$ cat src/hw/rtl/adp_pkg.sv
`default_nettype none

package adp_pkg;

  localparam int unsigned DataW   = 32;
  localparam int unsigned RegCnt  = 16;
  localparam int unsigned RegIdxW = 4;
  localparam int unsigned Op2W    = 12;

  // item mode
  typedef enum logic [1:0] {
    MODE_EXEC = 2'd0,
    MODE_LOAD = 2'd1,
    MODE_READ = 2'd2,
    MODE_NOP  = 2'd3
  } mode_t;

  // supported data-processing opcodes
  typedef enum logic [3:0] {
    OPC_AND = 4'd0,
    OPC_EOR = 4'd1,
    OPC_SUB = 4'd2,
    OPC_RSB = 4'd3,
    OPC_ADD = 4'd4,
    OPC_TST = 4'd8,
    OPC_TEQ = 4'd9,
    OPC_CMP = 4'd10,
    OPC_ORR = 4'd12,
    OPC_MOV = 4'd13
  } opcode_t;

  // shift types in operand2
  typedef enum logic [1:0] {
    SH_LSL = 2'd0,
    SH_LSR = 2'd1,
    SH_ASR = 2'd2,
    SH_ROR = 2'd3
  } shift_kind_t;

  // flag bit positions
  localparam int unsigned FlagN = 2;
  localparam int unsigned FlagZ = 1;
  localparam int unsigned FlagC = 0;

  typedef struct packed {
    logic               en;
    logic [RegIdxW-1:0] rn;
    logic [RegIdxW-1:0] rm;
    logic [RegIdxW-1:0] rs;
  } rf_rd_t;

  typedef struct packed {
    logic               en;
    logic [RegIdxW-1:0] addr;
    logic [DataW-1:0]   data;
  } rf_wr_t;

  typedef struct packed {
    logic [DataW-1:0] value;
    logic             carry;
  } shift_res_t;

  typedef struct packed {
    logic [DataW-1:0] value;
    logic             carry;
    logic             wr;
    logic             ok;
  } alu_res_t;

  // rotate right by 0..31
  function automatic logic [DataW-1:0] ror32(input logic [DataW-1:0] x,
                                             input logic [4:0]       r);
    logic [2*DataW-1:0] d;
    d = {x, x} >> r;
    return d[DataW-1:0];
  endfunction

endpackage

`default_nettype wire

$ cat src/hw/rtl/adp_if.sv
`default_nettype none

// instruction item channel
interface adp_in_if;
  logic        valid;
  logic        ready;
  logic [1:0]  mode;
  logic [3:0]  opcode;
  logic        imm_flag;
  logic        set_flags;
  logic [3:0]  first_reg;
  logic [3:0]  dest_reg;
  logic [11:0] op2_field;
  logic [31:0] load_value;

  modport source (
    output valid, mode, opcode, imm_flag, set_flags, first_reg, dest_reg,
           op2_field, load_value,
    input  ready
  );
  modport sink (
    input  valid, mode, opcode, imm_flag, set_flags, first_reg, dest_reg,
           op2_field, load_value,
    output ready
  );
endinterface

// result item channel
interface adp_out_if;
  logic        valid;
  logic        ready;
  logic [31:0] value;
  logic        wrote;
  logic [3:0]  written_reg;
  logic        flag_n;
  logic        flag_z;
  logic        flag_c;
  logic        unsupported;

  modport source (
    output valid, value, wrote, written_reg, flag_n, flag_z, flag_c, unsupported,
    input  ready
  );
  modport sink (
    input  valid, value, wrote, written_reg, flag_n, flag_z, flag_c, unsupported,
    output ready
  );
endinterface

`default_nettype wire

$ cat src/hw/rtl/arm_data_processing_alu_top.sv
// Channel | Dir | Payload
// in_ch   | in  | mode, opcode, imm_flag, set_flags, first_reg, dest_reg,
//         |     | op2_field, load_value
// out_ch  | out | value, wrote, written_reg, flag_n, flag_z, flag_c, unsupported
//
// One item per clock sustained while out_ch is ready; out_ch.valid rises once the item
// has passed the execute stage into the output register: register file read at the
// accepting edge, then shift, ALU and write-back into the output register. Same-edge
// write/read of a register is bypassed.
// Reset clears the register valid bits, the flags and the stage valids; no
// clearing pass is needed. A stalled output holds the execute stage, and in_ch
// stops taking items only while that stage is full and cannot move.
`default_nettype none

module arm_data_processing_alu_top (
  input  logic        clk,
  input  logic        rst_n,
  adp_in_if.sink      in_ch,
  adp_out_if.source   out_ch
);

  logic in_fire;
  logic s1_adv;

  // execute stage item
  logic                         s1_valid_r, s1_valid_nxt;
  logic [1:0]                   s1_mode_r;
  logic [3:0]                   s1_opcode_r;
  logic                         s1_imm_r;
  logic                         s1_setf_r;
  logic [adp_pkg::RegIdxW-1:0]  s1_rn_r;
  logic [adp_pkg::RegIdxW-1:0]  s1_rd_r;
  logic [adp_pkg::Op2W-1:0]     s1_op2_r;
  logic [adp_pkg::DataW-1:0]    s1_load_r;

  logic [2:0]                   flags_r, flags_nxt;

  logic                         out_valid_r, out_valid_nxt;
  logic [adp_pkg::DataW-1:0]    out_value_r;
  logic                         out_wrote_r;
  logic [adp_pkg::RegIdxW-1:0]  out_wreg_r;
  logic [2:0]                   out_flags_r;
  logic                         out_unsup_r;

  adp_pkg::rf_rd_t              rf_rd;
  adp_pkg::rf_wr_t              rf_wr;
  logic [adp_pkg::DataW-1:0]    rn_data, rm_data, rs_data;
  adp_pkg::shift_res_t          sh_res;
  adp_pkg::alu_res_t            alu_res;

  logic [adp_pkg::DataW-1:0]    res_value;
  logic                         res_wrote;
  logic [adp_pkg::RegIdxW-1:0]  res_wreg;
  logic                         res_unsup;
  logic                         wr_req;
  logic [adp_pkg::RegIdxW-1:0]  wr_addr;
  logic [adp_pkg::DataW-1:0]    wr_data;

  // handshakes
  assign in_fire     = in_ch.valid && in_ch.ready;
  assign s1_adv      = s1_valid_r && (!out_valid_r || out_ch.ready);
  assign in_ch.ready = !s1_valid_r || s1_adv;

  // register file reads issued at acceptance
  assign rf_rd.en = in_fire;
  assign rf_rd.rn = in_ch.first_reg;
  assign rf_rd.rm = in_ch.op2_field[3:0];
  assign rf_rd.rs = in_ch.op2_field[11:8];

  assign rf_wr.en   = s1_adv && wr_req;
  assign rf_wr.addr = wr_addr;
  assign rf_wr.data = wr_data;

  adp_regfile u_regfile (
    .clk       (clk),
    .rst_n     (rst_n),
    .rd_i      (rf_rd),
    .wr_i      (rf_wr),
    .rn_data_o (rn_data),
    .rm_data_o (rm_data),
    .rs_data_o (rs_data)
  );

  adp_shift u_shift (
    .imm_flag_i (s1_imm_r),
    .op2_i      (s1_op2_r),
    .rm_i       (rm_data),
    .rs_lo_i    (rs_data[7:0]),
    .cin_i      (flags_r[adp_pkg::FlagC]),
    .res_o      (sh_res)
  );

  adp_alu u_alu (
    .opcode_i (s1_opcode_r),
    .a_i      (rn_data),
    .sh_i     (sh_res),
    .res_o    (alu_res)
  );

  // result, write-back and next flags per mode
  always_comb begin
    res_value = '0;
    res_wrote = 1'b0;
    res_wreg  = '0;
    res_unsup = 1'b0;
    flags_nxt = flags_r;
    wr_req    = 1'b0;
    wr_addr   = s1_rd_r;
    wr_data   = alu_res.value;
    case (s1_mode_r)
      adp_pkg::MODE_LOAD: begin
        wr_req    = 1'b1;
        wr_addr   = s1_rn_r;
        wr_data   = s1_load_r;
        res_value = s1_load_r;
        res_wrote = 1'b1;
        res_wreg  = s1_rn_r;
      end
      adp_pkg::MODE_READ: begin
        res_value = rn_data;
      end
      adp_pkg::MODE_EXEC: begin
        if (!alu_res.ok) begin
          res_unsup = 1'b1;
        end else begin
          res_value = alu_res.value;
          if (s1_setf_r) begin
            flags_nxt = {alu_res.value[31], (alu_res.value == '0), alu_res.carry};
          end
          if (alu_res.wr) begin
            wr_req    = 1'b1;
            res_wrote = 1'b1;
            res_wreg  = s1_rd_r;
          end
        end
      end
      default: begin
        res_unsup = 1'b1;
      end
    endcase
  end

  // stage valids
  always_comb begin
    s1_valid_nxt = s1_valid_r;
    if (in_fire) begin
      s1_valid_nxt = 1'b1;
    end else if (s1_adv) begin
      s1_valid_nxt = 1'b0;
    end
    out_valid_nxt = out_valid_r;
    if (s1_adv) begin
      out_valid_nxt = 1'b1;
    end else if (out_ch.ready) begin
      out_valid_nxt = 1'b0;
    end
  end

  always_ff @(posedge clk) begin
    if (!rst_n) begin
      s1_valid_r  <= 1'b0;
      out_valid_r <= 1'b0;
      flags_r     <= '0;
    end else begin
      s1_valid_r  <= s1_valid_nxt;
      out_valid_r <= out_valid_nxt;
      if (s1_adv) begin
        flags_r <= flags_nxt;
      end
    end
  end

  // item payload into execute stage
  always_ff @(posedge clk) begin
    if (in_fire) begin
      s1_mode_r   <= in_ch.mode;
      s1_opcode_r <= in_ch.opcode;
      s1_imm_r    <= in_ch.imm_flag;
      s1_setf_r   <= in_ch.set_flags;
      s1_rn_r     <= in_ch.first_reg;
      s1_rd_r     <= in_ch.dest_reg;
      s1_op2_r    <= in_ch.op2_field;
      s1_load_r   <= in_ch.load_value;
    end
  end

  // output register
  always_ff @(posedge clk) begin
    if (s1_adv) begin
      out_value_r <= res_value;
      out_wrote_r <= res_wrote;
      out_wreg_r  <= res_wreg;
      out_flags_r <= flags_nxt;
      out_unsup_r <= res_unsup;
    end
  end

  assign out_ch.valid       = out_valid_r;
  assign out_ch.value       = out_value_r;
  assign out_ch.wrote       = out_wrote_r;
  assign out_ch.written_reg = out_wreg_r;
  assign out_ch.flag_n      = out_flags_r[adp_pkg::FlagN];
  assign out_ch.flag_z      = out_flags_r[adp_pkg::FlagZ];
  assign out_ch.flag_c      = out_flags_r[adp_pkg::FlagC];
  assign out_ch.unsupported = out_unsup_r;

  // checks
  a_no_adv_on_stall: assert property (@(posedge clk) disable iff (!rst_n)
    (out_ch.valid && !out_ch.ready) |-> !s1_adv)
    else $error("execute stage moved into a stalled output register");

  a_flags_hold: assert property (@(posedge clk) disable iff (!rst_n)
    !s1_adv |=> $stable(flags_r))
    else $error("flags changed without a retiring item");

  a_ready_only_when_blocked: assert property (@(posedge clk) disable iff (!rst_n)
    !in_ch.ready |-> (s1_valid_r && out_ch.valid && !out_ch.ready))
    else $error("input blocked while the pipeline could move");

  a_unsup_no_write: assert property (@(posedge clk) disable iff (!rst_n)
    (s1_adv && res_unsup) |-> (!rf_wr.en && (flags_nxt == flags_r)))
    else $error("unsupported item changed state");

endmodule

`default_nettype wire

$ cat src/hw/rtl/adp_regfile.sv
`default_nettype none

// 16x32 register file: two synchronous copies (Rn/Rm and Rs read ports),
// per-entry valid bits for the zero reset, and a bypass of the latest write.
module adp_regfile (
  input  logic                  clk,
  input  logic                  rst_n,
  input  adp_pkg::rf_rd_t       rd_i,
  input  adp_pkg::rf_wr_t       wr_i,
  output logic [adp_pkg::DataW-1:0] rn_data_o,
  output logic [adp_pkg::DataW-1:0] rm_data_o,
  output logic [adp_pkg::DataW-1:0] rs_data_o
);

  logic [adp_pkg::DataW-1:0]   mem_a_r [adp_pkg::RegCnt];
  logic [adp_pkg::DataW-1:0]   mem_b_r [adp_pkg::RegCnt];
  logic [adp_pkg::RegCnt-1:0]  valid_r;

  logic [adp_pkg::DataW-1:0]   q_rn_r, q_rm_r, q_rs_r;
  logic [adp_pkg::RegIdxW-1:0] a_rn_r, a_rm_r, a_rs_r;
  logic                        v_rn_r, v_rm_r, v_rs_r;

  logic                        lw_valid_r;
  logic [adp_pkg::RegIdxW-1:0] lw_addr_r;
  logic [adp_pkg::DataW-1:0]   lw_data_r;

  // copy A: Rn and Rm ports
  always_ff @(posedge clk) begin
    if (wr_i.en) begin
      mem_a_r[wr_i.addr] <= wr_i.data;
    end
    if (rd_i.en) begin
      q_rn_r <= mem_a_r[rd_i.rn];
      q_rm_r <= mem_a_r[rd_i.rm];
    end
  end

  // copy B: Rs port
  always_ff @(posedge clk) begin
    if (wr_i.en) begin
      mem_b_r[wr_i.addr] <= wr_i.data;
    end
    if (rd_i.en) begin
      q_rs_r <= mem_b_r[rd_i.rs];
    end
  end

  // entry written since reset
  always_ff @(posedge clk) begin
    if (!rst_n) begin
      valid_r <= '0;
    end else if (wr_i.en) begin
      valid_r[wr_i.addr] <= 1'b1;
    end
  end

  // read addresses and valid bits alongside the data
  always_ff @(posedge clk) begin
    if (rd_i.en) begin
      a_rn_r <= rd_i.rn;
      a_rm_r <= rd_i.rm;
      a_rs_r <= rd_i.rs;
      v_rn_r <= valid_r[rd_i.rn];
      v_rm_r <= valid_r[rd_i.rm];
      v_rs_r <= valid_r[rd_i.rs];
    end
  end

  // latest write, covers a read issued at the same edge
  always_ff @(posedge clk) begin
    if (!rst_n) begin
      lw_valid_r <= 1'b0;
    end else if (wr_i.en) begin
      lw_valid_r <= 1'b1;
    end
  end

  always_ff @(posedge clk) begin
    if (wr_i.en) begin
      lw_addr_r <= wr_i.addr;
      lw_data_r <= wr_i.data;
    end
  end

  // bypass, then memory data, then reset value
  always_comb begin
    if (lw_valid_r && (lw_addr_r == a_rn_r)) begin
      rn_data_o = lw_data_r;
    end else begin
      rn_data_o = v_rn_r ? q_rn_r : '0;
    end
    if (lw_valid_r && (lw_addr_r == a_rm_r)) begin
      rm_data_o = lw_data_r;
    end else begin
      rm_data_o = v_rm_r ? q_rm_r : '0;
    end
    if (lw_valid_r && (lw_addr_r == a_rs_r)) begin
      rs_data_o = lw_data_r;
    end else begin
      rs_data_o = v_rs_r ? q_rs_r : '0;
    end
  end

endmodule

`default_nettype wire

$ cat src/hw/rtl/adp_shift.sv
`default_nettype none

// operand2: rotated immediate or barrel-shifted Rm, with shifter carry
module adp_shift (
  input  logic                      imm_flag_i,
  input  logic [adp_pkg::Op2W-1:0]  op2_i,
  input  logic [adp_pkg::DataW-1:0] rm_i,
  input  logic [7:0]                rs_lo_i,
  input  logic                      cin_i,
  output adp_pkg::shift_res_t       res_o
);

  logic [4:0]                rot;
  logic [adp_pkg::DataW-1:0] imm_val;
  logic [1:0]                kind;
  logic                      by_reg;
  logic [7:0]                amt;
  logic [4:0]                sh;
  logic                      big;
  logic                      is32;
  logic                      sign;
  logic [adp_pkg::DataW:0]   lsl_w;
  logic [adp_pkg::DataW:0]   lsr_w;
  logic signed [adp_pkg::DataW:0] asr_w;
  logic [adp_pkg::DataW-1:0] ror_v;

  // decode and the raw shift results
  always_comb begin
    rot     = {op2_i[11:8], 1'b0};
    imm_val = adp_pkg::ror32({24'd0, op2_i[7:0]}, rot);
    kind    = op2_i[6:5];
    by_reg  = op2_i[4];
    amt     = by_reg ? rs_lo_i : {3'd0, op2_i[11:7]};
    sh      = amt[4:0];
    big     = |amt[7:5];
    is32    = (amt == 8'd32);
    sign    = rm_i[31];
    lsl_w   = {1'b0, rm_i} << sh;
    lsr_w   = {rm_i, 1'b0} >> sh;
    asr_w   = $signed({rm_i, 1'b0}) >>> sh;
    ror_v   = adp_pkg::ror32(rm_i, sh);
  end

  // pick value and carry per ARM shift rules
  always_comb begin
    res_o.value = rm_i;
    res_o.carry = cin_i;
    if (imm_flag_i) begin
      res_o.value = imm_val;
      res_o.carry = (rot != 5'd0) ? imm_val[31] : cin_i;
    end else if (amt == 8'd0) begin
      if (by_reg || (kind == adp_pkg::SH_LSL)) begin
        res_o.value = rm_i;
        res_o.carry = cin_i;
      end else begin
        case (kind)
          adp_pkg::SH_LSR: begin
            res_o.value = '0;
            res_o.carry = sign;
          end
          adp_pkg::SH_ASR: begin
            res_o.value = {adp_pkg::DataW{sign}};
            res_o.carry = sign;
          end
          default: begin
            // RRX
            res_o.value = {cin_i, rm_i[31:1]};
            res_o.carry = rm_i[0];
          end
        endcase
      end
    end else begin
      case (kind)
        adp_pkg::SH_LSL: begin
          if (big) begin
            res_o.value = '0;
            res_o.carry = is32 & rm_i[0];
          end else begin
            res_o.value = lsl_w[adp_pkg::DataW-1:0];
            res_o.carry = lsl_w[adp_pkg::DataW];
          end
        end
        adp_pkg::SH_LSR: begin
          if (big) begin
            res_o.value = '0;
            res_o.carry = is32 & sign;
          end else begin
            res_o.value = lsr_w[adp_pkg::DataW:1];
            res_o.carry = lsr_w[0];
          end
        end
        adp_pkg::SH_ASR: begin
          if (big) begin
            res_o.value = {adp_pkg::DataW{sign}};
            res_o.carry = sign;
          end else begin
            res_o.value = asr_w[adp_pkg::DataW:1];
            res_o.carry = asr_w[0];
          end
        end
        default: begin
          res_o.value = ror_v;
          res_o.carry = ror_v[31];
        end
      endcase
    end
  end

endmodule

`default_nettype wire

$ cat src/hw/rtl/adp_alu.sv
`default_nettype none

// data-processing operation on Rn and operand2
module adp_alu (
  input  logic [3:0]                opcode_i,
  input  logic [adp_pkg::DataW-1:0] a_i,
  input  adp_pkg::shift_res_t       sh_i,
  output adp_pkg::alu_res_t         res_o
);

  logic [adp_pkg::DataW:0] sum;
  logic [adp_pkg::DataW:0] dif_ab;
  logic [adp_pkg::DataW:0] dif_ba;

  always_comb begin
    sum    = {1'b0, a_i} + {1'b0, sh_i.value};
    dif_ab = {1'b0, a_i} - {1'b0, sh_i.value};
    dif_ba = {1'b0, sh_i.value} - {1'b0, a_i};
  end

  // subtract carry is "no borrow"
  always_comb begin
    res_o.value = '0;
    res_o.carry = sh_i.carry;
    res_o.wr    = 1'b1;
    res_o.ok    = 1'b1;
    case (opcode_i)
      adp_pkg::OPC_AND: res_o.value = a_i & sh_i.value;
      adp_pkg::OPC_EOR: res_o.value = a_i ^ sh_i.value;
      adp_pkg::OPC_SUB: begin
        res_o.value = dif_ab[adp_pkg::DataW-1:0];
        res_o.carry = ~dif_ab[adp_pkg::DataW];
      end
      adp_pkg::OPC_RSB: begin
        res_o.value = dif_ba[adp_pkg::DataW-1:0];
        res_o.carry = ~dif_ba[adp_pkg::DataW];
      end
      adp_pkg::OPC_ADD: begin
        res_o.value = sum[adp_pkg::DataW-1:0];
        res_o.carry = sum[adp_pkg::DataW];
      end
      adp_pkg::OPC_TST: begin
        res_o.value = a_i & sh_i.value;
        res_o.wr    = 1'b0;
      end
      adp_pkg::OPC_TEQ: begin
        res_o.value = a_i ^ sh_i.value;
        res_o.wr    = 1'b0;
      end
      adp_pkg::OPC_CMP: begin
        res_o.value = dif_ab[adp_pkg::DataW-1:0];
        res_o.carry = ~dif_ab[adp_pkg::DataW];
        res_o.wr    = 1'b0;
      end
      adp_pkg::OPC_ORR: res_o.value = a_i | sh_i.value;
      adp_pkg::OPC_MOV: res_o.value = sh_i.value;
      default: begin
        res_o.wr = 1'b0;
        res_o.ok = 1'b0;
      end
    endcase
  end

endmodule

`default_nettype wire
$ cat src/flat_wrapper.sv
// flat-port wrapper written by rule: the top's interface ports become plain ports
module arm_data_processing_alu_top_flat 
  (clk, rst_n, in_ch_valid, in_ch_mode, in_ch_opcode, in_ch_imm_flag, in_ch_set_flags, in_ch_first_reg, in_ch_dest_reg, in_ch_op2_field, in_ch_load_value, in_ch_ready, out_ch_valid, out_ch_value, out_ch_wrote, out_ch_written_reg, out_ch_flag_n, out_ch_flag_z, out_ch_flag_c, out_ch_unsupported, out_ch_ready);
  adp_in_if in_ch_i ();
  adp_out_if out_ch_i ();
  input  logic clk;
  input  logic rst_n;
  input wire logic [$bits(in_ch_i.valid)-1:0] in_ch_valid;
  input wire logic [$bits(in_ch_i.mode)-1:0] in_ch_mode;
  input wire logic [$bits(in_ch_i.opcode)-1:0] in_ch_opcode;
  input wire logic [$bits(in_ch_i.imm_flag)-1:0] in_ch_imm_flag;
  input wire logic [$bits(in_ch_i.set_flags)-1:0] in_ch_set_flags;
  input wire logic [$bits(in_ch_i.first_reg)-1:0] in_ch_first_reg;
  input wire logic [$bits(in_ch_i.dest_reg)-1:0] in_ch_dest_reg;
  input wire logic [$bits(in_ch_i.op2_field)-1:0] in_ch_op2_field;
  input wire logic [$bits(in_ch_i.load_value)-1:0] in_ch_load_value;
  output wire logic [$bits(in_ch_i.ready)-1:0] in_ch_ready;
  output wire logic [$bits(out_ch_i.valid)-1:0] out_ch_valid;
  output wire logic [$bits(out_ch_i.value)-1:0] out_ch_value;
  output wire logic [$bits(out_ch_i.wrote)-1:0] out_ch_wrote;
  output wire logic [$bits(out_ch_i.written_reg)-1:0] out_ch_written_reg;
  output wire logic [$bits(out_ch_i.flag_n)-1:0] out_ch_flag_n;
  output wire logic [$bits(out_ch_i.flag_z)-1:0] out_ch_flag_z;
  output wire logic [$bits(out_ch_i.flag_c)-1:0] out_ch_flag_c;
  output wire logic [$bits(out_ch_i.unsupported)-1:0] out_ch_unsupported;
  input wire logic [$bits(out_ch_i.ready)-1:0] out_ch_ready;
  assign in_ch_i.valid = in_ch_valid;
  assign in_ch_i.mode = in_ch_mode;
  assign in_ch_i.opcode = in_ch_opcode;
  assign in_ch_i.imm_flag = in_ch_imm_flag;
  assign in_ch_i.set_flags = in_ch_set_flags;
  assign in_ch_i.first_reg = in_ch_first_reg;
  assign in_ch_i.dest_reg = in_ch_dest_reg;
  assign in_ch_i.op2_field = in_ch_op2_field;
  assign in_ch_i.load_value = in_ch_load_value;
  assign in_ch_ready = in_ch_i.ready;
  assign out_ch_valid = out_ch_i.valid;
  assign out_ch_value = out_ch_i.value;
  assign out_ch_wrote = out_ch_i.wrote;
  assign out_ch_written_reg = out_ch_i.written_reg;
  assign out_ch_flag_n = out_ch_i.flag_n;
  assign out_ch_flag_z = out_ch_i.flag_z;
  assign out_ch_flag_c = out_ch_i.flag_c;
  assign out_ch_unsupported = out_ch_i.unsupported;
  assign out_ch_i.ready = out_ch_ready;
  arm_data_processing_alu_top u_core (.clk(clk), .rst_n(rst_n), .in_ch(in_ch_i), .out_ch(out_ch_i));
endmodule
$ cat config.mk
export PLATFORM = sky130hd
export DESIGN_NAME = arm_data_processing_alu_top_flat
export DESIGN_NICKNAME = d
export VERILOG_FILES = /design/src/hw/rtl/adp_pkg.sv /design/src/hw/rtl/adp_if.sv /design/src/hw/rtl/arm_data_processing_alu_top.sv /design/src/hw/rtl/adp_regfile.sv /design/src/hw/rtl/adp_shift.sv /design/src/hw/rtl/adp_alu.sv /design/src/flat_wrapper.sv
export SDC_FILE = /design/constraint.sdc
export NUM_CORES = 2
export LEC_CHECK = 0
export ABC_AREA = 1
export BUFFER_PORTS_ARGS = -buffer_cell sky130_fd_sc_hd__buf_4
export CORE_ASPECT_RATIO = 0.7
export CORE_MARGIN = 5
export CORE_UTILIZATION = 45
export CTS_CLUSTER_DIAMETER = 40
export DETAILED_ROUTE_END_ITERATION = 10
export HOLD_SLACK_MARGIN = 0.06
export PLACE_DENSITY = 0.61
export SYNTH_ARGS = -nofsm -noshare
export SYNTH_HDL_FRONTEND = slang
export SYNTH_HIERARCHICAL = 1
export SYNTH_SLANG_ARGS = --single-unit
$ cat constraint.sdc
create_clock -name clk -period 19.35 [get_ports clk]
set_clock_uncertainty 0.05 [all_clocks]
set_input_delay 2.9025 -clock clk [delete_from_list [all_inputs] [get_ports clk]]
set_output_delay 2.9025 -clock clk [all_outputs]
set_load 0.05 [all_outputs]
==> metrics.md <==
| Metric | Value |
|---|---|
| Cell Count, Final, Fillers Out | `9506` |
| Max incr delay on CP | `0.70 ns` |
| Clock latency at the later pin of the worst-skew pair | `0.73 ns` |
| Post-cts resize count | `0` |
| Post-Synthesis Cells | `7974` |
| CP Capture Type | `register` |
| First-pass GRT wire length | `348000 µm` |
| # setup viols final | `0` |
| DRC | `0` |
| Drt total wl | `242000 µm` |
| Post-DP HPWL | `162000 µm` |
| CP required | `19.71 ns` |
| Max-slew headroom | `0.0594` |
| Number of setup buffers added after CTS | `0` |
| Core Area | `0.122 mm²` |
| Most used cell, CP | `nand2_1` |
| Area Overhead vs Synth | `8.33%` |
| Max Root-Sink Buffers | `3` |
| RSZ-0062 raised after global routing | `false` |
| CP max FO | `33` |
| Hold_buf cts | `0` |
| Vias | `57107` |
| Worst path arrival time | `9.11 ns` |
| DR iter-0 viols | `9118` |
| CTS tree | `done` |
| Clock sink total | `758` |
| Post-route setup TNS | `0 ns` |
| Root Buffer | `clkbuf_16` |
| HP Class | `register to register` |
| Fmax | `0.114 GHz` |
| Final slew viol count | `0` |
| Final ANT Viol Nets | `0` |
| Num CTS Buffers | `97` |
| Syn Area/Cell | `6.92 µm²` |
| Post-layout util | `0.491` |
| Largest register FFs | `480` |
| Vias in the first global route | `51550` |
| CP Launch Type | `register` |
| Pwr dens | `87.4 mW/mm²` |
| Vias/cell | `6.01` |
| Clock transition at path regs | `0.06 ns` |
| Final #Nets | `7997` |
| Chip height | `303 µm` |
| Total track usage | `0.357` |
| Register with the most flip-flops | `u_core/u_regfile/mem_b_r` |
| Pre-antenna DRT Iters | `9` |
| Yosys warnings | `6` |
| Worst vdd ir | `0.0737 mV` |
| Status | `finished, final reports clean` |
| Max-cap viol count | `0` |
| Die width | `429 µm` |
| Grt ovf | `0` |
| Worst-margin pin slew | `1.40 ns` |
| Largest net degree at the start of global routing | `128` |
| DIE AREA | `0.130 mm²` |
| CP max stage cell | `ha_1` |
| Crit path kind | `register to register` |
| Lkg Pwr | `28.3 nW` |
| Filler instances | `12054` |
| Fraction of layout cells with a size suffix above 1 | `0.0623` |
| Initial core utilization | `0.454` |
| CTS H-tree lvls | `3` |
| Cell row count | `107` |
| Syn_nets | `8185` |
| Hold Fails Final Rpt | `0` |
| Routed WL per cell | `25.5 µm` |
| Routability cong. | `1.08` |
| Post-layout minimum cycle time | `8.75 ns` |
| Initial antenna violation count | `5` |
| Inst Count DP | `9322` |
| Syn Std Cell Area | `0.0552 mm²` |
| Port Buffer Count | `106` |
| Fin crit share | `0.452` |
| I/O pin total | `107` |
## path summary, 6_finish.rpt
| path | cells past startpoint | end | from | slack, ns |
|---|---|---|---|---|
| setup / recovery | 28 | u_core/u_regfile/mem_a_r[11][24] | u_core/u_regfile/lw_addr_r[1] | 10.60 |
| hold / removal | 2 | u_core/u_regfile/valid_r[11] | u_core/u_regfile/valid_r[11] | 0.43 |
| hold reg to reg | 2 | u_core/u_regfile/valid_r[11] | u_core/u_regfile/valid_r[11] | 0.43 |
| setup reg to reg | 28 | u_core/u_regfile/mem_a_r[11][24] | u_core/u_regfile/lw_addr_r[1] | 10.60 |
## routing by layer
layer  track usage  wire, µm
met1         0.516    100000
met3         0.114     36200
met4         0.141     10800
met2         0.491     94700
met5       0.00364        87
## cell usage in the layout, fill, tap and decap left out, drive strengths merged, types with 2 or more instances in the layout
cell type and count:
a211oi 3, a21o 5, a21oi 169, a221oi 16, a22o 6, a22oi 14
a31oi 39, and2 5, buf 195, bufinv 10, clkbuf 116, clkinv 41
clkinvlp 12, dfxtp 22, diode 3, edfxtp 736, fa 3, ha 144
inv 1150, mux2i 2, nand2 2966, nand3 1495, nand3b 3, nand4 107
nor2 245, nor3 19, nor4 5, o2111ai 2, o211ai 27, o21ai 223
o21bai 19, o221ai 20, o22ai 34, o32ai 2, or2 6, xor2 3
## where the power goes
part           internal (mW)  total [mW]  switching, mW
clock                   1.09        1.87          0.783
sequential              1.90        1.92         0.0219
combinational          0.325        1.43           1.11
## cell type report
class | instances | area [µm²] | share of cell area
flip-flops and latches | 758 | 22500 | 0.377
inverters | 1146 | 4330 | 0.0724
diodes | 3 | 7.51 | 0.000126
repair buffers | 197 | 1490 | 0.0249
clock inverters | 67 | 773 | 0.0129
multi-input cells | 5586 | 26100 | 0.436
well taps | 1635 | 2050 | 0.0342
clock buffers | 114 | 2530 | 0.0424
## worst max-delay path: cells and delay by family (launching register included)
family,cells,cell delay [ns]
AND/OR/NAND/NOR,16,4.33
AO/OA/AOI/OAI,5,1.51
buffers and inverters,6,1.41
adder cells (fa/ha/maj),1,0.70
flip-flops,1,0.37
## through the flow
stage                     hold WS (ns)  setup slack, ns  power [mW]  instance area [µm²]
after global placement           0.401            11.05        3.31                56500
after CTS                        0.422            11.13        5.17                59800
after detailed placement         0.410            11.16        3.31                56500
final                            0.425            10.60        5.22                59800
after floorplan                  0.390            10.88        2.81                55200
after global routing             0.455            10.24        5.40                59800
Note: power is estimated with default switching activity, not from simulation.
